$ cat config.mk
export PLATFORM = sky130hd
export DESIGN_NAME = mrde_regfile
export DESIGN_NICKNAME = d
export VERILOG_FILES = /design/src/rtl/mrde_pkg.sv /design/src/rtl/mrde_regfile.sv
export SDC_FILE = /design/constraint.sdc
export NUM_CORES = 1
export LEC_CHECK = 0
export ABC_CLOCK_PERIOD_IN_PS = 3600
export BUFFER_PORTS_ARGS = -buffer_cell sky130_fd_sc_hd__buf_2
export CAP_MARGIN = 25
export CORE_MARGIN = 2
export CORE_UTILIZATION = 47
export DETAILED_ROUTE_END_ITERATION = 6
export SYNTH_ARGS = -nofsm -noshare
export SYNTH_HDL_FRONTEND = slang
export SYNTH_SLANG_ARGS = --single-unit
export TNS_END_PERCENT = 20
$ cat constraint.sdc
create_clock -name clk -period 3.6 [get_ports clk]
set_clock_uncertainty 0.05 [all_clocks]
set_input_delay 0.36 -clock clk [delete_from_list [all_inputs] [get_ports clk]]
set_output_delay 0.36 -clock clk [all_outputs]
set_load 0.01 [all_outputs]
$ cat src/rtl/mrde_pkg.sv
// Shared types and constants for the mini RISC decode and execute block.
package mrde_pkg;

    // Fixed field widths.
    localparam int PC_W     = 12;
    localparam int REG_AW   = 3;
    localparam int NUM_REGS = 8;
    localparam int LOAD_W   = 32;

    // Item modes.
    localparam logic [1:0] MODE_EXEC     = 2'd0;
    localparam logic [1:0] MODE_LOAD_REG = 2'd1;
    localparam logic [1:0] MODE_LOAD_MEM = 2'd2;

    // Opcodes and the funct code of ADD.
    localparam logic [3:0] OPC_RTYPE = 4'd0;
    localparam logic [3:0] OPC_J     = 4'd2;
    localparam logic [3:0] OPC_JAL   = 4'd3;
    localparam logic [3:0] OPC_LW    = 4'd4;
    localparam logic [3:0] OPC_SW    = 4'd5;
    localparam logic [2:0] FUNCT_ADD = 3'd0;

    // Reported operation kinds.
    localparam logic [2:0] KIND_ADD     = 3'd0;
    localparam logic [2:0] KIND_LOAD    = 3'd1;
    localparam logic [2:0] KIND_STORE   = 3'd2;
    localparam logic [2:0] KIND_JUMP    = 3'd3;
    localparam logic [2:0] KIND_NOP     = 3'd4;
    localparam logic [2:0] KIND_PRELOAD = 3'd5;

    // Input transaction.
    typedef struct packed {
        logic [1:0]        mode;
        logic [15:0]       instr_word;
        logic [7:0]        load_index;
        logic [LOAD_W-1:0] load_value;
    } in_t;

    // Result transaction.
    typedef struct packed {
        logic [2:0]        op_kind;
        logic [PC_W-1:0]   next_pc;
        logic              finished;
        logic              reg_wrote;
        logic [REG_AW-1:0] dest_reg;
        logic [31:0]       dest_value;
        logic              mem_wrote;
        logic [7:0]        mem_addr;
    } out_t;

    // Register file write port control.
    typedef struct packed {
        logic              en;
        logic [REG_AW-1:0] addr;
    } rf_wr_t;

    // Side effects decided by the execute logic.
    typedef struct packed {
        logic pc_we;
        logic is_lw;
        logic mem_we;
        logic mem_re;
    } ex_ctl_t;

endpackage

$ cat src/rtl/mrde_regfile.sv
// Register file with registered operand reads and write forwarding.
module mrde_regfile #(
    parameter int WORD_WIDTH = 32
) (
    input  logic                            clk,
    input  logic                            rst_n,
    input  mrde_pkg::rf_wr_t                wr,
    input  logic [WORD_WIDTH-1:0]           wr_data,
    input  mrde_pkg::rf_wr_t                byp,
    input  logic [WORD_WIDTH-1:0]           byp_data,
    input  logic                            load,
    input  logic [mrde_pkg::REG_AW-1:0]     rd_addr_a,
    input  logic [mrde_pkg::REG_AW-1:0]     rd_addr_b,
    output logic [WORD_WIDTH-1:0]           op_a,
    output logic [WORD_WIDTH-1:0]           op_b
);

    logic [WORD_WIDTH-1:0]       rf_reg [mrde_pkg::NUM_REGS];
    logic [WORD_WIDTH-1:0]       op_a_reg;
    logic [WORD_WIDTH-1:0]       op_b_reg;
    logic [WORD_WIDTH-1:0]       op_a_next;
    logic [WORD_WIDTH-1:0]       op_b_next;
    logic [mrde_pkg::REG_AW-1:0] addr_a_reg;
    logic [mrde_pkg::REG_AW-1:0] addr_b_reg;

    // A pending write-back is not yet in the array, so it overrides the held operand.
    assign op_a = (wr.en && wr.addr == addr_a_reg) ? wr_data : op_a_reg;
    assign op_b = (wr.en && wr.addr == addr_b_reg) ? wr_data : op_b_reg;

    // New operands see the leaving instruction first, then the write-back, then the array.
    always_comb
    begin
        if (load)
        begin
            if (byp.en && byp.addr == rd_addr_a)
                op_a_next = byp_data;
            else if (wr.en && wr.addr == rd_addr_a)
                op_a_next = wr_data;
            else
                op_a_next = rf_reg[rd_addr_a];
            if (byp.en && byp.addr == rd_addr_b)
                op_b_next = byp_data;
            else if (wr.en && wr.addr == rd_addr_b)
                op_b_next = wr_data;
            else
                op_b_next = rf_reg[rd_addr_b];
        end
        else
        begin
            op_a_next = op_a;
            op_b_next = op_b;
        end
    end

    // Register array, cleared by reset.
    always_ff @(posedge clk or negedge rst_n)
    begin
        if (!rst_n)
        begin
            for (int i = 0; i < mrde_pkg::NUM_REGS; i++)
                rf_reg[i] <= '0;
        end
        else if (wr.en)
        begin
            rf_reg[wr.addr] <= wr_data;
        end
    end

    // Operand registers.
    always_ff @(posedge clk)
    begin
        op_a_reg <= op_a_next;
        op_b_reg <= op_b_next;
        if (load)
        begin
            addr_a_reg <= rd_addr_a;
            addr_b_reg <= rd_addr_b;
        end
    end

endmodule

# Word level (Yosys, flattened, before mapping)
# Cells that the tools add are included.
# W data, S select, Z words.
# totals
ff_bits	326
# classes
n_reduce_logical	7
eq_ne	6
magnitude_cmp	4
bitwise	3
n_mux	17
# ops
op	count
$mux W32	13
$bwmux W256	1
$bmux W32 S3	2
$demux W32 S3	1
$eq A3 B3 Y1	6
$ge A4 B4 Y1 const B	3
$not A3 Y4	3
$logic_and A1 B1 Y1	7
$lt A4 B1 Y1 const B	1

# Logic depth before layout (Yosys ltp)
# Gate-level depths: netlist of the first run.
# depth
depth_word	7
mapped_depth	7
ltp_nobuf	4

# Worst setup path after synthesis of the first run
# No wires, ideal clock.
# synth_path
path_type	input -> register
start	input port rd_addr_b[2] (netlist bit)
end	register op_b_reg[0]
path_buffers	3
arrival_ns	1.861
cell_stages	7
setup_slack_ns	1.569
cell_sequence	buf_2 > xor2_1 > or4b_1 > buf_2 > buf_6 > o2111a_1 > a211o_1
# synth_via
elab_chain_len	7
word_cells_on_any_way	11
# synth_lines
element	line	rtl
from (decl)	mrde_regfile.sv:13	input logic [mrde_pkg::REG_AW-1:0] rd_addr_b,
$not A3 Y4 (implied by the code)	mrde_regfile.sv:46	op_b_next = rf_reg[rd_addr_b];
$bmux W32 S3	mrde_regfile.sv:46	
$mux W32 (implied by the code) (2 in series)	mrde_regfile.sv:46	
$mux W32	mrde_regfile.sv:43	else if (wr.en && wr.addr == rd_addr_b)
$mux W32 *	mrde_regfile.sv:41	if (byp.en && byp.addr == rd_addr_b)
$mux W32 *	mrde_regfile.sv:33	if (load)
via op_b_next[0]	mrde_regfile.sv:22	logic [WORD_WIDTH-1:0] op_b_next;
to (signal assigned)	mrde_regfile.sv:73	op_b_reg <= op_b_next;
to (decl)	mrde_regfile.sv:20	logic [WORD_WIDTH-1:0] op_b_reg;
# Mark *: on every way through the listed nets, which the timed path passes. The rest lies on a longest branch. The select of a mux whose other input is x is not followed.
# A chain may end at the register's enable or synchronous reset.

# Worst setup path in the final report of the first run
# layout_path
start	register addr_b_reg[1] (netlist bit)
end	output port op_b[31]
# layout_via
elab_chain_len	3
# layout_lines
element	line	rtl
from (decl)	mrde_regfile.sv:24	logic [mrde_pkg::REG_AW-1:0] addr_b_reg;
from (signal assigned)	mrde_regfile.sv:77	addr_b_reg <= rd_addr_b;
$eq A3 B3 Y1	mrde_regfile.sv:28	assign op_b = (wr.en && wr.addr == addr_b_reg) ? wr_data : op_b_reg;
$logic_and A1 B1 Y1	mrde_regfile.sv:28	
$mux W32	mrde_regfile.sv:28	
to (decl)	mrde_regfile.sv:15	output logic [WORD_WIDTH-1:0] op_b
# Every way passes these cells.

==> metrics, run 1 <==
global route overflow 0; IO buf count 144; hold path endpoint addr_b_reg[1]; hold_ws 106 ps; DRC Markers 0; met2 WL 30500 um; Final Core Density 54.5%; final instance area 21600 um2; Final ANT Viol Nets 0; crit path launch type flip-flop; Max FO, Critical Path 32; GP Congestion 0.855; post-synthesis sequential area ratio 41.8%; 1st-pass router iterations 5; Fin Setup TNS 0 ps; Power Density 567 nW/um2; vias in the first global route 15100; die area 41700 um2; post-cts resize count 0; DP HPWL 37300 um; via count 14600; YS warnings 0; number of DRC markers in iteration 0 1361; Synth Area in Compound Gates 14.9%; worst-skew pair later-pin latency 560 ps; worst min path class input port to flip-flop; Filler cells 3434; gr usage total 32.0%; H-Tree Depth 2; Num CTS Buffers 39; Setup crit end kind output port; WS Path Type flip-flop to output port; Bufs on Longest Clock Path 3; vias per inst 6.88; r2r setup slk 1440 ps; hold path cells 1; clock slew at reported path FFs 50 ps; top post-synthesis cells by area dfrtp_1 34%, mux2_2 19%, mux4_2 7.7%; Syn Nets 1596; cell taking the most area after synthesis dfrtp_1; first-pass GRT wire length 98200 um; Rel. slew slack 34.7%; Die Ht 204 um; mapped cell area 18800 um2; RSZ-0062 raised after global routing false; M1 WL 27300 um; commonest non-fill, non-tap cell in the layout mux2_2; peak supply drop 410 uV; CP required 3190 ps; met3 wire length 5660 um; R2R Path Start addr_b_reg[1]; largest net degree at the start of global routing 96; cells on worst reg2reg path 5; Distinct cells, synth 30; max layer used met5; Post-Synth Adder-Cell Area 0%; Synth Area in XOR/XNOR 0.837%; hold_sp load; Die Span X 204 um; CTS tree built; initial core utilization 47.5%; P_leak 0.00914 uW; most frequent cells in the layout 314 x mux2_2, 256 x dfrtp_1, 141 x buf_2; area post-placement 20300 um2; post-synthesis simple-gate area fraction 4.56%; core area 39600 um2; DRT Wirelength 66100 um; Post-Place Cells 2055; Final Hold Viols 0; CP arrival 2410 ps; register bit total from synthesis 326; Setup violations, final 0; mean post-synth cell area 12.4 um2; Tcrit/Tclk final 78.4%; max reg flops 256; largest family of logic cells by synthesized area multiplexers; fin crit period 2820 ps; mux cell area share after synthesis 33.6%; area delta synth->final 14.6%; status finished, final reports clean; top cell type's share of synthesized area 34.0%; post-route non-filler standard cell count 2128; initial antenna violation count 3; routed wire length per instance 31.1 um; share of cells above drive strength 1 41.3%; Mapped Cells 1515; CTS Root Cell clkbuf_16; dominant synthesized flop cell dfrtp_1; Boundary Pins 145; Slew @ Worst Pin 977 ps; Final Max Slew Viols 0; Site Rows 73; Fmax achieved 0.354 GHz; EDFF count, synth 6; post-synthesis async set-or-reset flop share 78.5%; Max Cap Violations 0; RR Endpoint op_b_reg[31]; CTS Sinks 326; nets@finish 1653
## worst max-delay path by stage
stage | from | to | slack (ps)
6_report | addr_b_reg[1] | op_b[31] | 780
5_1_grt | addr_b_reg[2] | op_b[31] | 720
4_1_cts | addr_b_reg[1] | op_b[31] | 780
3_5_place_dp | rd_addr_b[2] | op_b_reg[17] | 890
3_3_place_gp | rd_addr_b[2] | op_b_reg[16] | 910
2_1_floorplan | rd_addr_b[2] | op_b_reg[0] | 1570
## cells in the mapped netlist, types with 3 or more instances
| cell type | instances |
|---|---|
| a22oi_1 | 64 |
| mux2_2 | 314 |
| dfrtp_1 | 256 |
| o2111a_1 | 64 |
| a41oi_1 | 64 |
| nor4_1 | 64 |
| mux2_1 | 6 |
| mux4_2 | 64 |
| inv_1 | 3 |
| edfxtp_1 | 6 |
| nand2_1 | 33 |
| xnor2_1 | 12 |
| clkbuf_1 | 132 |
| buf_6 | 7 |
| a211o_1 | 64 |
| dfxtp_1 | 64 |
| nand4b_1 | 3 |
| mux2i_1 | 128 |
| xor2_1 | 6 |
| nor2b_1 | 34 |
| buf_2 | 47 |
| nand4_1 | 3 |
| o21a_1 | 64 |
## where the power goes
group,total [uW],switching [uW],internal (uW)
Sequential,4970,496,4480
Clock,4120,1610,2510
Combinational,3160,1560,1600
## final cells by class
class                   instances  area, um2  share of cell area (%)
multi-input cells             998      10400                    47.9
inverters                       3       13.8                  0.0637
clock buffers                  63       1210                    5.60
clock inverters                 8        118                   0.545
repair buffers                204       1370                    6.35
well taps                     525        657                    3.04
flip-flops and latches        326       7870                    36.4
diodes                          1       2.50                  0.0116
## through the flow
stage          setup slack (ps)  total power [uW]
6_report                    778             12300
5_1_grt                     720             12800
4_1_cts                     780             12300
3_5_place_dp                888              8130
3_3_place_gp                910              8020
2_1_floorplan              1570              7040
## critical path, stage by stage, from the launching register on
cell and delay, ps:
edfxtp_1 370, xnor2_1 140, nand4_1 100, buf_4 600, mux2_2 470, buf_2 160
## repair_timing
action	CTS	global route
endpoints found under the hold margin	92	0
setup buffers	0	0
hold buffers	1	0
## cells by family after synthesis
group | count (synthesis)
mux | 512
flops | 326
compound gates | 320
buf+inv | 191
simple gates | 148
xor+xnor | 18
## per-layer routing
| metal | GRT usage [%] | up-vias |
|---|---|---|
| li1 | - | 6098 |
| met1 | 42.6 | 7587 |
| met3 | 7.61 | 201 |
| met2 | 50.1 | 739 |
| met4 | 13.4 | 6 |
| met5 | 0 | - |
(Power assumes the default switching activity.)
==> inputs of run 2 (changes only) <==
- ABC_CLOCK_PERIOD_IN_PS: 3600 -> 2900
- clock period: 3.6 -> 2.9 ns (I/O delays scaled with it)
==> run 2 against run 1 <==
  * The run now ends with DRC left
  * Largest cell class unchanged
  * Critical path type unchanged
  * Clock power increased by 19%
  * Combinational power increased by 23%
  * Via count decreased by 0.48%
  * Non-clock buffer count increased by 5
  * First-iteration DRC count decreased by 6.8%
  * Register-to-register slack got worse by 460 ps
  * Cell count increased by 0.28%
  * Sequential share of layout area about the same
  * Hold slack got worse by 57 ps
  * Power increased by 22%
  * Die area unchanged
==> metrics, run 2 (synthesis gave the netlist of run 1 again) <==
Final Hold Viols 0 (unchanged); DRC Markers 1 (+1); r2r setup slk 980 ps (-460 ps); DP HPWL 36300 um (-2.7%); P_leak 0.00915 uW (+0.12%); Max Cap Violations 0 (unchanged); fin crit period 2520 ps; cells on worst reg2reg path 5 (unchanged); Filler cells 3412 (-0.64%); area post-placement 20300 um2 (+0.43%); Setup violations, final 0 (unchanged); Power Density 692 nW/um2 (+22%); Max FO, Critical Path 32 (unchanged); status finished, violations left; Site Rows 73 (unchanged); worst-skew pair later-pin latency 560 ps (about the same); GP Congestion 0.818 (-4.3%); Boundary Pins 145 (unchanged); CP required 2560 ps (-630 ps); Tcrit/Tclk final 86.9%; vias per inst 6.82 (-0.76%); die area 41700 um2 (unchanged); hold_sp load; Bufs on Longest Clock Path 3 (unchanged); final instance area 21600 um2 (+0.12%); first-pass GRT wire length 95100 um (-3.2%); global route overflow 0 (unchanged); Die Ht 204 um (unchanged); Final ANT Viol Nets 0 (unchanged); IO buf count 144 (unchanged); area delta synth->final 14.7%; H-Tree Depth 2 (unchanged); Fmax achieved 0.397 GHz; hold path cells 1 (unchanged); gr usage total 30.8% (-1.1 points); nets@finish 1658 (+0.30%); R2R Path Start addr_a_reg[0]; commonest non-fill, non-tap cell in the layout mux2_2; Tot Pwr 15000 uW (+22%); largest net degree at the start of global routing 68 (-29%); worst min path class input port to flip-flop; CTS Root Cell clkbuf_16; core area 39600 um2 (unchanged); RR Endpoint op_a_reg[30]; share of cells above drive strength 1 41.5% (+0.22 points); Num CTS Buffers 39 (unchanged); max reg flops 256 (unchanged); initial antenna violation count 2 (-1); Fin Setup TNS 0 ps (unchanged); Slew @ Worst Pin 1090 ps (+115 ps); CTS Sinks 326 (unchanged); number of DRC markers in iteration 0 1268 (-6.8%); Setup Buffers After CTS 0 (unchanged); via count 14600 (-0.48%); 1st-pass router iterations 7 (+2); most frequent cells in the layout 314 x mux2_2, 256 x dfrtp_1, 141 x buf_2; peak supply drop 513 uV (+25%); WS Path Type flip-flop to output port; CTS tree built; Rel. slew slack 26.9% (-7.8 points); initial core utilization 47.5% (unchanged); clock slew at reported path FFs 60 ps (about the same); hold_ws 48.1 ps (-57.4 ps); DRT Wirelength 64100 um (-3.1%); failing checks DRC; hold path endpoint addr_b_reg[2]; Final Max Slew Viols 0 (unchanged); Setup crit end kind output port; Die Span X 204 um (unchanged); vias in the first global route 14900 (-1.6%); RSZ-0062 raised after global routing false; routed wire length per instance 30.0 um (-3.4%); CP arrival 2180 ps (-230 ps); crit path launch type flip-flop
-- run 2: cell type report --
cell class	count	area, um2	area share (%)
well taps	525	657	3.04
flip-flops and latches	326	7870	36.4
diodes	1	2.50	0.0116
clock inverters	13	134	0.619
repair buffers	209	1460	6.75
inverters	3	13.8	0.0637
multi-input cells	998	10400	47.9
clock buffers	59	1130	5.23
-- run 2: where the power goes --
| group | total (uW) | switching [uW] | internal (uW) |
|---|---|---|---|
| clock | 4900 | 2010 | 2890 |
| sequential | 6170 | 612 | 5560 |
| combinational | 3890 | 1900 | 2000 |
-- run 2: worst max-delay path: stages, from the launching register on --
cell and delay (ps):
edfxtp_1 380, xnor2_1 140, nand4_1 150, buf_12 280, mux2_2 460, buf_2 170
-- run 2: layer usage --
metal / vias up / share of wire (%) / track usage (%)
met5: - / 0 / 0
met4: 0 / 4.7 / 14.8
met3: 223 / 8.0 / 6.73
met2: 760 / 47 / 50.1
met1: 7449 / 40 / 39.2
li1: 6129 / - / -
-- run 2: repair_timing --
item | CTS | global route
hold endpoints to repair | 63 | 0
resized for setup | 0 | 0
hold buffers | 1 | 0
-- run 2: per-stage QoR --
step | cells | setup slack (ps) | utilization, %
after global routing | 2134 | 320 | 54.5
after detailed placement | 2060 | 521 | 51.3
after floorplan | 1515 | 939 | -
after CTS | 2133 | 382 | 54.5
final | 2134 | 379 | 54.5
after global placement | 2060 | 520 | 51.3
-- run 2: worst max-delay path by stage --
stage | startpoint | endpoint | slack [ps] | cells after the start
after CTS | addr_b_reg[2] | op_b[31] | 380 | 5
after global placement | byp[0] | op_a_reg[18] | 520 | 6
after global routing | addr_a_reg[2] | op_a[1] | 320 | 5
after floorplan | rd_addr_b[2] | op_b_reg[0] | 940 | 7
final | addr_b_reg[2] | op_b[31] | 380 | 5
after detailed placement | byp[0] | op_a_reg[18] | 520 | 6
