[config.mk]
export PLATFORM = sky130hd
export DESIGN_NAME = mrde_exec
export DESIGN_NICKNAME = d
export VERILOG_FILES = /design/src/rtl/mrde_pkg.sv /design/src/rtl/mrde_exec.sv
export SDC_FILE = /design/constraint.sdc
export NUM_CORES = 1
export LEC_CHECK = 0
export BUFFER_PORTS_ARGS = -buffer_cell sky130_fd_sc_hd__buf_2
export CORE_UTILIZATION = 41
export DETAILED_ROUTE_END_ITERATION = 8
export PLACE_DENSITY = 0.86
export SLEW_MARGIN = 25
export SYNTH_ARGS = -nofsm -noshare
export SYNTH_HDL_FRONTEND = slang
export SYNTH_SLANG_ARGS = --single-unit
[constraint.sdc]
create_clock -name vclk -period 11.6
set_input_delay 1.16 -clock vclk [all_inputs]
set_output_delay 1.16 -clock vclk [all_outputs]
set_load 0.005 [all_outputs]
[src/rtl/mrde_pkg.sv]
// Shared types and constants for the mini RISC decode and execute block.
package mrde_pkg;

    // Fixed field widths.
    localparam int PC_W     = 12;
    localparam int REG_AW   = 3;
    localparam int NUM_REGS = 8;
    localparam int LOAD_W   = 32;

    // Item modes.
    localparam logic [1:0] MODE_EXEC     = 2'd0;
    localparam logic [1:0] MODE_LOAD_REG = 2'd1;
    localparam logic [1:0] MODE_LOAD_MEM = 2'd2;

    // Opcodes and the funct code of ADD.
    localparam logic [3:0] OPC_RTYPE = 4'd0;
    localparam logic [3:0] OPC_J     = 4'd2;
    localparam logic [3:0] OPC_JAL   = 4'd3;
    localparam logic [3:0] OPC_LW    = 4'd4;
    localparam logic [3:0] OPC_SW    = 4'd5;
    localparam logic [2:0] FUNCT_ADD = 3'd0;

    // Reported operation kinds.
    localparam logic [2:0] KIND_ADD     = 3'd0;
    localparam logic [2:0] KIND_LOAD    = 3'd1;
    localparam logic [2:0] KIND_STORE   = 3'd2;
    localparam logic [2:0] KIND_JUMP    = 3'd3;
    localparam logic [2:0] KIND_NOP     = 3'd4;
    localparam logic [2:0] KIND_PRELOAD = 3'd5;

    // Input transaction.
    typedef struct packed {
        logic [1:0]        mode;
        logic [15:0]       instr_word;
        logic [7:0]        load_index;
        logic [LOAD_W-1:0] load_value;
    } in_t;

    // Result transaction.
    typedef struct packed {
        logic [2:0]        op_kind;
        logic [PC_W-1:0]   next_pc;
        logic              finished;
        logic              reg_wrote;
        logic [REG_AW-1:0] dest_reg;
        logic [31:0]       dest_value;
        logic              mem_wrote;
        logic [7:0]        mem_addr;
    } out_t;

    // Register file write port control.
    typedef struct packed {
        logic              en;
        logic [REG_AW-1:0] addr;
    } rf_wr_t;

    // Side effects decided by the execute logic.
    typedef struct packed {
        logic pc_we;
        logic is_lw;
        logic mem_we;
        logic mem_re;
    } ex_ctl_t;

endpackage

[src/rtl/mrde_exec.sv]
// Instruction decode and execute logic for the instruction in the input register.
module mrde_exec #(
    parameter int DATA_DEPTH = 256,
    parameter int WORD_WIDTH = 32
) (
    input  mrde_pkg::in_t                   item,
    input  logic [mrde_pkg::PC_W-1:0]       pc,
    input  logic [mrde_pkg::PC_W-1:0]       prog_len,
    input  logic [WORD_WIDTH-1:0]           op_rs,
    input  logic [WORD_WIDTH-1:0]           op_rt,
    output mrde_pkg::out_t                  result,
    output mrde_pkg::ex_ctl_t               ctl,
    output logic [WORD_WIDTH-1:0]           wdata,
    output logic [$clog2(DATA_DEPTH)-1:0]   maddr
);

    localparam int ADDR_W = $clog2(DATA_DEPTH);
    localparam int XW0    = (WORD_WIDTH > ADDR_W) ? WORD_WIDTH : ADDR_W;
    localparam int XW     = (XW0 > 8) ? XW0 : 8;

    logic [3:0]                  opc;
    logic [mrde_pkg::REG_AW-1:0] rs_f;
    logic [mrde_pkg::REG_AW-1:0] rt_f;
    logic [mrde_pkg::REG_AW-1:0] rd_f;
    logic [2:0]                  funct;
    logic [5:0]                  imm;
    logic [XW-1:0]               ea_sum;
    logic [XW-1:0]               li_ext;
    logic                        running;
    logic                        jump;
    logic [mrde_pkg::PC_W-1:0]   npc;

    assign opc   = item.instr_word[15:12];
    assign rs_f  = item.instr_word[11:9];
    assign rt_f  = item.instr_word[8:6];
    assign rd_f  = item.instr_word[5:3];
    assign funct = item.instr_word[2:0];
    assign imm   = item.instr_word[5:0];

    // Effective address (base plus unsigned offset) and preload address, both wrapped.
    assign ea_sum  = XW'(op_rs) + XW'(imm);
    assign li_ext  = XW'(item.load_index);
    assign running = (item.mode == mrde_pkg::MODE_EXEC) && (pc < prog_len);

    // Decode and execute.
    always_comb
    begin
        result.op_kind   = mrde_pkg::KIND_NOP;
        result.reg_wrote = 1'b0;
        result.dest_reg  = '0;
        result.mem_wrote = 1'b0;
        ctl              = '0;
        wdata            = '0;
        maddr            = '0;
        jump             = 1'b0;
        npc              = pc;

        unique case (item.mode)
            mrde_pkg::MODE_LOAD_REG:
            begin
                result.op_kind   = mrde_pkg::KIND_PRELOAD;
                result.reg_wrote = 1'b1;
                result.dest_reg  = item.load_index[mrde_pkg::REG_AW-1:0];
                wdata            = WORD_WIDTH'(item.load_value);
            end
            mrde_pkg::MODE_LOAD_MEM:
            begin
                result.op_kind   = mrde_pkg::KIND_PRELOAD;
                result.mem_wrote = 1'b1;
                ctl.mem_we       = 1'b1;
                maddr            = li_ext[ADDR_W-1:0];
                wdata            = WORD_WIDTH'(item.load_value);
            end
            mrde_pkg::MODE_EXEC:
            begin
                if (running)
                begin
                    unique case (opc) inside
                        mrde_pkg::OPC_RTYPE:
                        begin
                            if (funct == mrde_pkg::FUNCT_ADD)
                            begin
                                result.op_kind   = mrde_pkg::KIND_ADD;
                                result.reg_wrote = 1'b1;
                                result.dest_reg  = rd_f;
                                wdata            = op_rs + op_rt;
                            end
                        end
                        mrde_pkg::OPC_J, mrde_pkg::OPC_JAL:
                        begin
                            result.op_kind = mrde_pkg::KIND_JUMP;
                            jump           = 1'b1;
                        end
                        mrde_pkg::OPC_LW:
                        begin
                            result.op_kind   = mrde_pkg::KIND_LOAD;
                            result.reg_wrote = 1'b1;
                            result.dest_reg  = rt_f;
                            ctl.is_lw        = 1'b1;
                            ctl.mem_re       = 1'b1;
                            maddr            = ea_sum[ADDR_W-1:0];
                        end
                        mrde_pkg::OPC_SW:
                        begin
                            result.op_kind   = mrde_pkg::KIND_STORE;
                            result.mem_wrote = 1'b1;
                            ctl.mem_we       = 1'b1;
                            maddr            = ea_sum[ADDR_W-1:0];
                            wdata            = op_rt;
                        end
                        default:
                        begin
                            result.op_kind = mrde_pkg::KIND_NOP;
                        end
                    endcase
                    ctl.pc_we = 1'b1;
                    npc = jump ? item.instr_word[mrde_pkg::PC_W-1:0] : pc + 1'b1;
                end
            end
            default:
            begin
                result.op_kind = mrde_pkg::KIND_NOP;
            end
        endcase

        result.next_pc    = npc;
        result.finished   = (npc >= prog_len);
        result.dest_value = 32'(wdata);
        result.mem_addr   = 8'(maddr);
    end

endmodule

# After elaboration in Yosys (flattened, before gate mapping)

Cells that the tools add are included.

Register bits: 0
Input port bits: 146
Word-level logic and storage cells: 47

$add $sub $neg: 3
Order comparisons: 2
Equality and inequality tests: 6
Multiplexer cells: 29
Reduce and logical (&&, ||, !) cells: 7

Operators with widths:

| operator              | number |
|---|---|
| $pmux 32 s2           | 2 |
| $mux 32               | 2 |
| $mux 12               | 3 |
| $add 32x32->32        | 1 |
| $mux 8                | 2 |
| $pmux 4 s2            | 2 |
| $pmux 8 s2            | 1 |
| $add 12x1->12 const B | 1 |
| $ge 12x12->1          | 1 |
| $lt 12x12->1          | 1 |
| $mux 4                | 3 |
| $pmux 3 s4            | 1 |
| $add 8x6->8           | 1 |
| $eq 4x2->1 const B    | 2 |
| $eq 4x3->1 const B    | 2 |
| $mux 1                | 7 |
| $mux 3                | 2 |
| $pmux 3 s2            | 1 |
| $reduce_or 2->1       | 3 |
| $logic_not 4->1       | 1 |
| $pmux 1 s2            | 2 |
| $logic_not 3->1       | 1 |
| $eq 2x1->1 const B    | 1 |
| $eq 2x2->1 const B    | 1 |
| other kinds (3)       | 3 |

# Logic depth before layout (Yosys ltp)

Gate-level depths: netlist of the first run.

Depth in word-level cells: 9
Mapped depth: 21
Gate-level depth less buffers: 20

# Least setup slack after synthesis of the first run

Ideal clock, no wire load.

Path type: input to output
Start: in prog_len[7] in the netlist's numbering
End: out result[45] in the netlist's numbering
Arrival time: 4.448 ns
Required time: 10.440 ns
Path slack: 5.992 ns
Stages on the path: 20
Path buffers: 1
Cells stage by stage: inv_1 -> ha_1 -> a211o_1 -> a21oi_1 -> o211ai_1 -> a31oi_1 -> nor2_1 -> inv_2 -> clkbuf_1 -> o21ai_0 -> a21o_1 -> ha_1 -> nand2b_1 -> a21o_1 -> a21o_1 -> a21o_1 -> a21o_1 -> a21o_1 -> a211oi_1 -> o21ai_1

RTL lines:

| element     | RTL line        | RTL |
|---|---|---|
| from (decl) | mrde_exec.sv:8  | `input logic [mrde_pkg::PC_W-1:0] prog_len,` |
| to (decl)   | mrde_exec.sv:11 | `output mrde_pkg::out_t result,` |

==> metrics.yaml, run 1 <==
pwr:
  p_sw_mw: 0.129
  vdd_drop_max_mv: 0.0259
  p_int_mw: 0.105
  p_comb_share_pct: 100.0
  power.density_nw_per_um2: 45.0
  p_seq_share_pct: 0
  swShare_pct: 55.0
  p_clk_share_pct: 0
  p_leak_nw: 2.85
synthesis:
  syn_area_um2: 4200
  yosys_warnings: 0
  synth_cell_types: 69
  synth.avg_cell_area_um2: 6.77
  syn_nets: 834
  ys_seq_area_share_pct: 0
  synthCells: 621
timing:
  hold_viol: 0
  finalWorstPathRequiredPeriod_ns: 6.33
  period_share_pct: 54.6
  max-slew-margin-rel_pct: 40.3
  slew_viol_final: 0
  finalSetupTns_ns: 0
  tightest_slew_ns: 0.893
  rsz0062_at_grt: "false"
  setup_violations: 0
  max_freq_mhz: 158
clock_network:
  post-cts-setup-buffers: 0
  holdBufCountCts: 0
  ctsResizeCount: 0
cells_and_area:
  drive_gt1_share_pct: 33.4
  final_cell_mix: "251 x buf_2, 65 x ha_1, 53 x a21oi_1"
  nNetsFinal: 1020
  areaGrowthSynthToFinish_pct: 23.9
  layout_commonest_cell: "buf_2"
  n_sequential_cell: 0
  n_clock_buffer: 0
  final_core_util_pct: 52.8
  diodes: 0
  seq_area_um2: 0
routing:
  post_drt_via_cell_ratio: 5.77
  vias: 5414
  drtPass1Iterations: 5
  wl_per_cell_um: 16.0
  drt_iter0_drc: 313
  totalWireLength_mm: 15.0
  drc_errors: 0
  detail-route-antenna-nets: 0
die:
  fp.coreArea_um2: 9860
  die_w_um: 103
  top_level_ports: 251
  die_area_um2: 10700
  row_count: 36
  initial_core_util_pct: 42.6
  die_h_um: 103
global_routing:
  track_usage_pct: 26.3
  grt_pass1_vias: 4803
  grt_remaining_overflow: 0
  antenna_found_initial: 0
  grt_max_degree: 32
  grt_pass1_wl_mm: 22.5
worst_setup_path:
  cp-start-kind: "input pin"
  required_ns: 10.44
  critPathArrivalTime_ns: 5.17
  critPathKind: "input pin to output pin"
  crit_fanout: 30
  cp-startpoint: "item[56]"
  critPathCaptureType: "output pin"
placement:
  dp_hpwl_mm: 12.6
  place.gp.congestion: 0.941
  portBuffers: 251
outcome:
  outcome: "finished clean"
run:
  drv_cap: 0
hold_path:
  min_path_type: "input pin to output pin"
  min_from: "item[8]"
stage by stage:
stage               power (mW)  hold WS [ns]  setup slack (ns)  instances  cell area [um^2]
floorplan                0.158          2.37              5.99        621              4200
global placement         0.227          2.62              5.42        938              5210
detailed placement       0.230          2.63              5.35        938              5210
CTS                      0.232          2.64              5.32        938              5210
global route             0.261          2.66              4.88        938              5210
finish                   0.234          2.63              5.27        938              5210
synth_stat cells (all sizes together) (2+ instances only):
cell	n	share of area, %
buf	50	8.5
a21o	28	5.0
nand2b	9	1.3
or3b	2	0.42
a211oi	5	0.89
and4	2	0.48
fa	2	0.95
or2	3	0.45
ha	65	19
clkbuf	18	1.6
a32oi	2	0.42
or4	4	0.80
nor3	10	1.2
a22o	9	1.9
a21boi	2	0.36
o21a	3	0.54
a31oi	3	0.45
a221o	2	0.48
o31ai	5	1.2
a31o	2	0.42
and2	5	0.74
o2111ai	2	0.42
nor2	42	3.7
a32o	2	0.48
nand4	4	0.60
xor2	16	3.3
nor2b	5	0.92
nor4	2	0.30
o41ai	3	0.80
o211ai	12	2.4
and3	12	1.8
a21oi	54	6.5
a22oi	33	5.9
or3	4	0.60
a211o	3	0.63
o21bai	4	0.71
nand3	18	2.1
o21ai	66	8.0
nand2	48	4.3
xnor2	15	3.1
o22ai	4	0.60
inv	28	2.5
power by group through the flow:
| stage | registers [mW] | clock network, mW | logic [mW] |
|---|---|---|---|
| 2_1_floorplan | 0 | 0 | 0.158 |
| 3_3_place_gp | 0 | 0 | 0.227 |
| 3_5_place_dp | 0 | 0 | 0.230 |
| 4_1_cts | 0 | 0 | 0.232 |
| 5_1_grt | 0 | 0 | 0.261 |
| 6_report | 0 | 0 | 0.234 |
worst paths after layout:
path	end	cells past startpoint
max	result[45]	21
min	wdata[8]	4
layout make-up:
type	count	area, um^2
Multi-Input combinational cell	525	3670
Tap cell	133	166
Fill cell	1019	4650
Timing Repair Buffer	252	1260
Inverter	28	105
metal layers:
layer | wire, um | global-route usage (%) | vias up | part of all wire (%)
li1 | - | - | 2651 | -
met1 | 6330 | 32.9 | 2461 | 42
met2 | 7260 | 49.6 | 276 | 48
met3 | 1120 | 2.28 | 26 | 7.4
met4 | 276 | 4.23 | 0 | 1.8
met5 | 0 | 0 | - | 0
critical path, cell delays in order:
cell	delay, ns
buf_2	0.12
inv_1	0.07
ha_1	0.26
nand2b_1	0.11
a211oi_1	0.33
o211ai_1	0.15
a31oi_1	0.29
nor2_1	0.19
inv_2	0.39
o21ai_0	0.18
a21o_1	0.19
ha_1	0.26
nand2b_1	0.14
a21o_1	0.17
a21o_1	0.17
a21o_1	0.17
a21o_1	0.17
a21o_1	0.18
a211oi_1	0.26
o21ai_1	0.10
buf_2	0.13
cells by family after synthesis:
group	count (synthesis)	share of synthesized area, %
compound gates	252	39.8
xor+xnor	31	6.46
fa+ha+maj	67	20.3
buf+inv	96	12.6
mux	2	0.506
simple gates	173	20.3
(Power assumes the default switching activity.)
==> inputs of run 2 (changes only) <==
- ABC_AREA: default -> 1
- PLACE_DENSITY: 0.86 -> 0.83
- clock period: 11.6 -> 6.25 ns (I/O delays scaled with it)
==> run 2 against run 1 <==
  * Final cell count up 47%
  * Sequential share of layout area is the same
  * Non-clock buffer count up 2
  * Cell area up 19%
  * Wire length up 24%
  * Worst hold slack got worse by 1.1 ns
  * Sequential cell count is the same
  * Setup slack worse by 3.6 ns
  * Largest cell class unchanged
==> metrics.yaml, run 2 <==
global_routing:
  grt_max_degree: 36
  grt_remaining_overflow: 0
  grt_pass1_wl_mm: 28.8
  track_usage_pct: 27.3
  grt_pass1_vias: 6114
  antenna_found_initial: 1
routing:
  drt_iter0_drc: 624
  drc_errors: 0
  drtPass1Iterations: 6
  vias: 6922
  wl_per_cell_um: 13.6
  post_drt_via_cell_ratio: 5.03
  totalWireLength_mm: 18.6
  detail-route-antenna-nets: 0
cells_and_area:
  nNetsFinal: 1421
  drive_gt1_share_pct: 23.1
  layoutNonFillerInstCount: 1375
  final_cell_mix: "405 x nand2_1, 251 x buf_2, 164 x inv_1"
  areaGrowthSynthToFinish_pct: 20.5
  seq_area_um2: 0
  final.fill_count: 1364
  multi_input_area_um2: 4070
  layout_commonest_cell: "nand2_1"
  n_clock_buffer: 0
  final_core_util_pct: 51.0
  n_sequential_cell: 0
synthesis:
  yosysMostFrequentCell: "nand2_1"
  netlist_top_cells_count: "405 x nand2_1, 164 x inv_1, 75 x a21oi_1"
  synth.avg_cell_area_um2: 5.05
  yosys.area.top_type: "nand2_1"
  synthCells: 1017
  syn_nets: 1230
  syn_area_um2: 5130
  synth_cell_types: 46
  yosys-top-cells-area: "nand2_1 30%, ha_1 16%, inv_1 12%, a21oi_1 7.3%, buf_4 6.3%"
  yosys_warnings: 0
  synth_top_area_share_pct: 29.6
  ys_seq_area_share_pct: 0
timing:
  rsz0062_at_grt: "false"
  setup_violations: 0
  finalSetupTns_ns: 0
  period_share_pct: 73.0
  slew_viol_final: 0
  max_freq_mhz: 219
  timing.final.ws_setup_ns: 1.69
  finalWorstPathRequiredPeriod_ns: 4.56
  hold_viol: 0
  tightest_slew_ns: 0.697
  max-slew-margin-rel_pct: 53.6
placement:
  dp_hpwl_mm: 15.9
  placed_cells: 1374
  place.gp.congestion: 1.01
  pre_cts_ws_ns: 1.77
  portBuffers: 251
worst_setup_path:
  crit_fanout: 24
  cp-start-kind: "input pin"
  critPathArrivalTime_ns: 3.93
  path_common_cell: "nand2_1"
  required_ns: 5.62
  worst_path_max_delay_cell: "inv_1"
  cp-startpoint: "pc[11]"
  critPathKind: "input pin to output pin"
  path_depth: 21
  path_buf_inv: 5
  cp_top_family: "buffers and inverters"
  critPathMaxStageDelay_ns: 0.42
  path_cells: "buf_2 -> ha_1 -> a21oi_1 -> o21ai_0 -> a21oi_1 -> nand3_1 -> buf_4 -> inv_1 -> buf_4 -> a21oi_1 -> a21oi_1 -> ha_1 -> nand2_1 -> nor2_1 -> a211oi_1 -> nand2_1 -> nand2_1 -> nand2_1 -> nand3_1 -> nand2_1 -> buf_2"
  critPathCaptureType: "output pin"
die:
  row_count: 40
  die_w_um: 114
  fp.coreArea_um2: 12100
  die_h_um: 114
  initial_core_util_pct: 42.4
  die_area_um2: 13000
  top_level_ports: 251
clock_network:
  post-cts-setup-buffers: 0
  ctsResizeCount: 0
  holdBufCountCts: 0
pwr:
  p_leak_nw: 3.96
  power.density_nw_per_um2: 74.9
  vdd_drop_max_mv: 0.0301
hold_path:
  holdPathEnd: "maddr[6]"
  min_from: "item[38]"
  min_path_type: "input pin to output pin"
  worstHoldPathCells: 4
outcome:
  outcome: "finished clean"
run:
  drv_cap: 0
[run 2: cell types whose count changed in the layout (fill, tap and decap cells not counted), sizes merged, moves of 8 or more]
cell / before / now
a21oi: 54 / 80
xor2: 16 / 6
inv: 28 / 165
a22o: 9 / 1
nand2b: 9 / 0
o211ai: 12 / 2
nand2: 48 / 406
o21ai: 66 / 40
xnor2: 15 / 4
nor2: 42 / 68
and3: 12 / 0
nand3: 18 / 58
a21o: 28 / 1
a22oi: 33 / 3
[run 2: cell type report]
cell class / count / area share (%)
multi-input cells: 786 / 65.8
repair buffers: 254 / 20.7
inverters: 166 / 10.1
well taps: 168 / 3.40
diodes: 1 / 0.0405
[run 2: per-layer routing]
| layer | track usage, % | vias up | share of wire, % |
|---|---|---|---|
| met3 | 2.71 | 47 | 7.5 |
| met1 | 34.5 | 3011 | 43 |
| li1 | - | 3545 | - |
| met5 | 0 | - | 0 |
| met2 | 48.1 | 319 | 46 |
| met4 | 9.26 | 0 | 3.2 |
[run 2: kinds of logic after synthesis]
logic type,count (synthesis),synth area share (%)
AOI/OAI and AO/OA,147,15.9
xor gates and xnor gates,10,1.71
adders and majority gates,67,16.6
buffers and inverters,231,20.8
muxes,1,0.195
and+or+nand+nor,561,44.7
[run 2: worst max-delay path by stage]
stage                 end
3_5_place_dp   result[45]
5_1_grt        result[45]
6_report       result[45]
2_1_floorplan  result[45]
3_3_place_gp   result[45]
4_1_cts        result[45]
[run 2: power by group]
group / switching, mW / internal (mW) / total [mW] / leakage, nW
combinational: 0.281 / 0.182 / 0.463 / 3.96
clock: 0 / 0.0000000214 / 0.0000000214 / 0.00000634
sequential: 0 / 0 / 0 / 0
total: 0.281 / 0.182 / 0.463 / 3.96
[run 2: metrics by stage]
stage          hold slack [ns]  power (mW)  instance area [um^2]
2_1_floorplan             1.29       0.307                  5130
3_3_place_gp              1.56       0.451                  6180
3_5_place_dp              1.57       0.456                  6180
4_1_cts                   1.57       0.458                  6180
5_1_grt                   1.59       0.523                  6180
6_report                  1.56       0.463                  6180
[run 2: tightest hold or removal path: cells and delay by family]
family / cells / cell delay (ns)
simple gates: 1 / 0.04
compound gates: 1 / 0.08
buf+inv: 2 / 0.20
==> inputs of run 3 (changes only) <==
- ABC_AREA: 1 -> 0
- PLACE_DENSITY: 0.83 -> 0.89
- clock period: 6.25 -> 4.1 ns (I/O delays scaled with it)
==> run 3 against run 2 <==
  * Cell area is 9.5% lower
  * Sequential share of layout area stayed put
  * Non-clock buffer count is 35 higher
  * Critical path depth stayed put
  * Sequential cell count stayed put
  * Die area is 18% lower
  * Setup slack worse by 1.7 ns
  * Utilization is 5.7 points higher
  * First-iteration DRC count is 41% lower
  * Via count is 17% lower
==> metrics.yaml, run 3 (synthesized netlist as in run 1, its figures left out) <==
worst_setup_path:
  path_cells: "buf_2 -> inv_2 -> ha_4 -> a211o_1 -> a21oi_1 -> o211ai_1 -> a31oi_1 -> nor2_1 -> inv_2 -> o21ai_2 -> a21o_1 -> ha_1 -> nand2b_1 -> a21o_1 -> a21o_1 -> a21o_1 -> a21o_1 -> a21o_1 -> a211oi_2 -> o21ai_1 -> buf_2"
  critPathCaptureType: "output pin"
  worst_path_max_delay_cell: "ha_1"
  cp_top_family: "compound AO/OA/AOI/OAI gates"
  critPathKind: "input pin to output pin"
  required_ns: 3.69
  crit_fanout: 4
  cp-start-kind: "input pin"
  critPathMaxStageDelay_ns: 0.27
  path_buf_inv: 4
  critPathArrivalTime_ns: 3.68
  path_common_cell: "a21o_1"
cells_and_area:
  final_cell_mix: "251 x buf_2, 59 x ha_1, 53 x a21oi_1"
  layout_commonest_cell: "buf_2"
  nNetsFinal: 1057
  diodes: 0
  n_sequential_cell: 0
  multi_input_area_um2: 3780
  layoutNonFillerInstCount: 975
  areaGrowthSynthToFinish_pct: 33.1
  final.fill_count: 967
  seq_area_um2: 0
  drive_gt1_share_pct: 37.9
  n_clock_buffer: 0
timing:
  period_share_pct: 99.7
  hold_viol: 0
  tightest_slew_ns: 0.740
  max-slew-margin-rel_pct: 50.7
  slew_viol_final: 0
  setup_violations: 0
  finalWorstPathRequiredPeriod_ns: 4.09
  holdWs_ns: 1.14
  max_freq_mhz: 245
hold_path:
  holdPathEnd: "result[43]"
  min_path_type: "input pin to output pin"
  worstHoldPathCells: 4
  min_from: "item[34]"
pwr:
  p_leak_nw: 3.04
  vdd_drop_max_mv: 0.0836
  power.density_nw_per_um2: 129
die:
  initial_core_util_pct: 42.6
  die_h_um: 103
  top_level_ports: 251
  die_w_um: 103
  fp.coreArea_um2: 9860
  die_area_um2: 10700
  row_count: 36
routing:
  wl_per_cell_um: 16.9
  vias: 5741
  drtPass1Iterations: 6
  drt_iter0_drc: 368
  detail-route-antenna-nets: 0
  post_drt_via_cell_ratio: 5.89
  drc_errors: 0
  totalWireLength_mm: 16.4
global_routing:
  track_usage_pct: 28.6
  grt_remaining_overflow: 0
  grt_pass1_wl_mm: 24.4
  antenna_found_initial: 0
  grt_max_degree: 26
  grt_pass1_vias: 5037
placement:
  placed_cells: 965
  place.gp.congestion: 0.957
  dp_hpwl_mm: 13.2
  portBuffers: 251
outcome:
  outcome: "finished clean"
run:
  drv_cap: 0
clock_network:
  holdBufCountCts: 0
-- run 3: cell types whose count changed in the layout (fill, tap and decap cells not counted), sizes merged, moves of 12 or more --
cell   previous run  this run
a21o              1        28
nor2             68        42
and3              0        12
inv             165        28
buf             254       289
a21oi            80        54
nand2           406        48
a22oi             3        33
o21ai            40        66
nand3            58        18
-- run 3: area by class of cell --
class / instances / area share, %
Multi-Input combinational cell: 525 / 67.5
Timing Repair Buffer: 289 / 27.6
Tap cell: 133 / 2.97
Inverter: 28 / 1.88
-- run 3: layer usage --
layer	GRT usage (%)	wire length [um]
met4	5.20	444
met3	2.35	1440
met5	0	0
met2	53.3	8020
met1	36.0	6530
-- run 3: power by group --
part	total, mW	internal (mW)	leakage, nW	switching, mW
logic	0.723	0.332	3.04	0.391
clock network	0	0	0	0
registers	0	0	0	0
-- run 3: how the worst max path moves through the flow --
stage	start	endpoint	cells after the start
floorplan	prog_len[7]	result[45]	20
finish	prog_len[7]	result[45]	21
detailed placement	item[57]	result[45]	21
global placement	item[57]	result[45]	21
global route	prog_len[7]	result[45]	21
CTS	prog_len[7]	result[45]	21
-- run 3: what timing repair did --
| action | 4_1_cts | 5_1_grt |
|---|---|---|
| gates cloned | 0 | 0 |
| endpoints found under the setup margin | 1 | 35 |
| pin swaps | 0 | 15 |
| resized for setup | 2 | 16 |
| setup buffers | 7 | 3 |
-- run 3: through the flow --
stage / cell area, um^2 / util, % / total power [mW] / setup TNS [ns] / setup slack [ns]
finish: 5600 / 56.7 / 0.723 / 0 / 0.0125
global route: 5600 / 56.7 / 0.796 / -0.135 / -0.0655
floorplan: 4210 / - / 0.449 / 0 / 0.103
CTS: 5480 / 55.5 / 0.690 / 0 / 0.00876
detailed placement: 5410 / 54.9 / 0.681 / -0.0440 / -0.0440
global placement: 5410 / 54.9 / 0.667 / -0.00455 / -0.00455
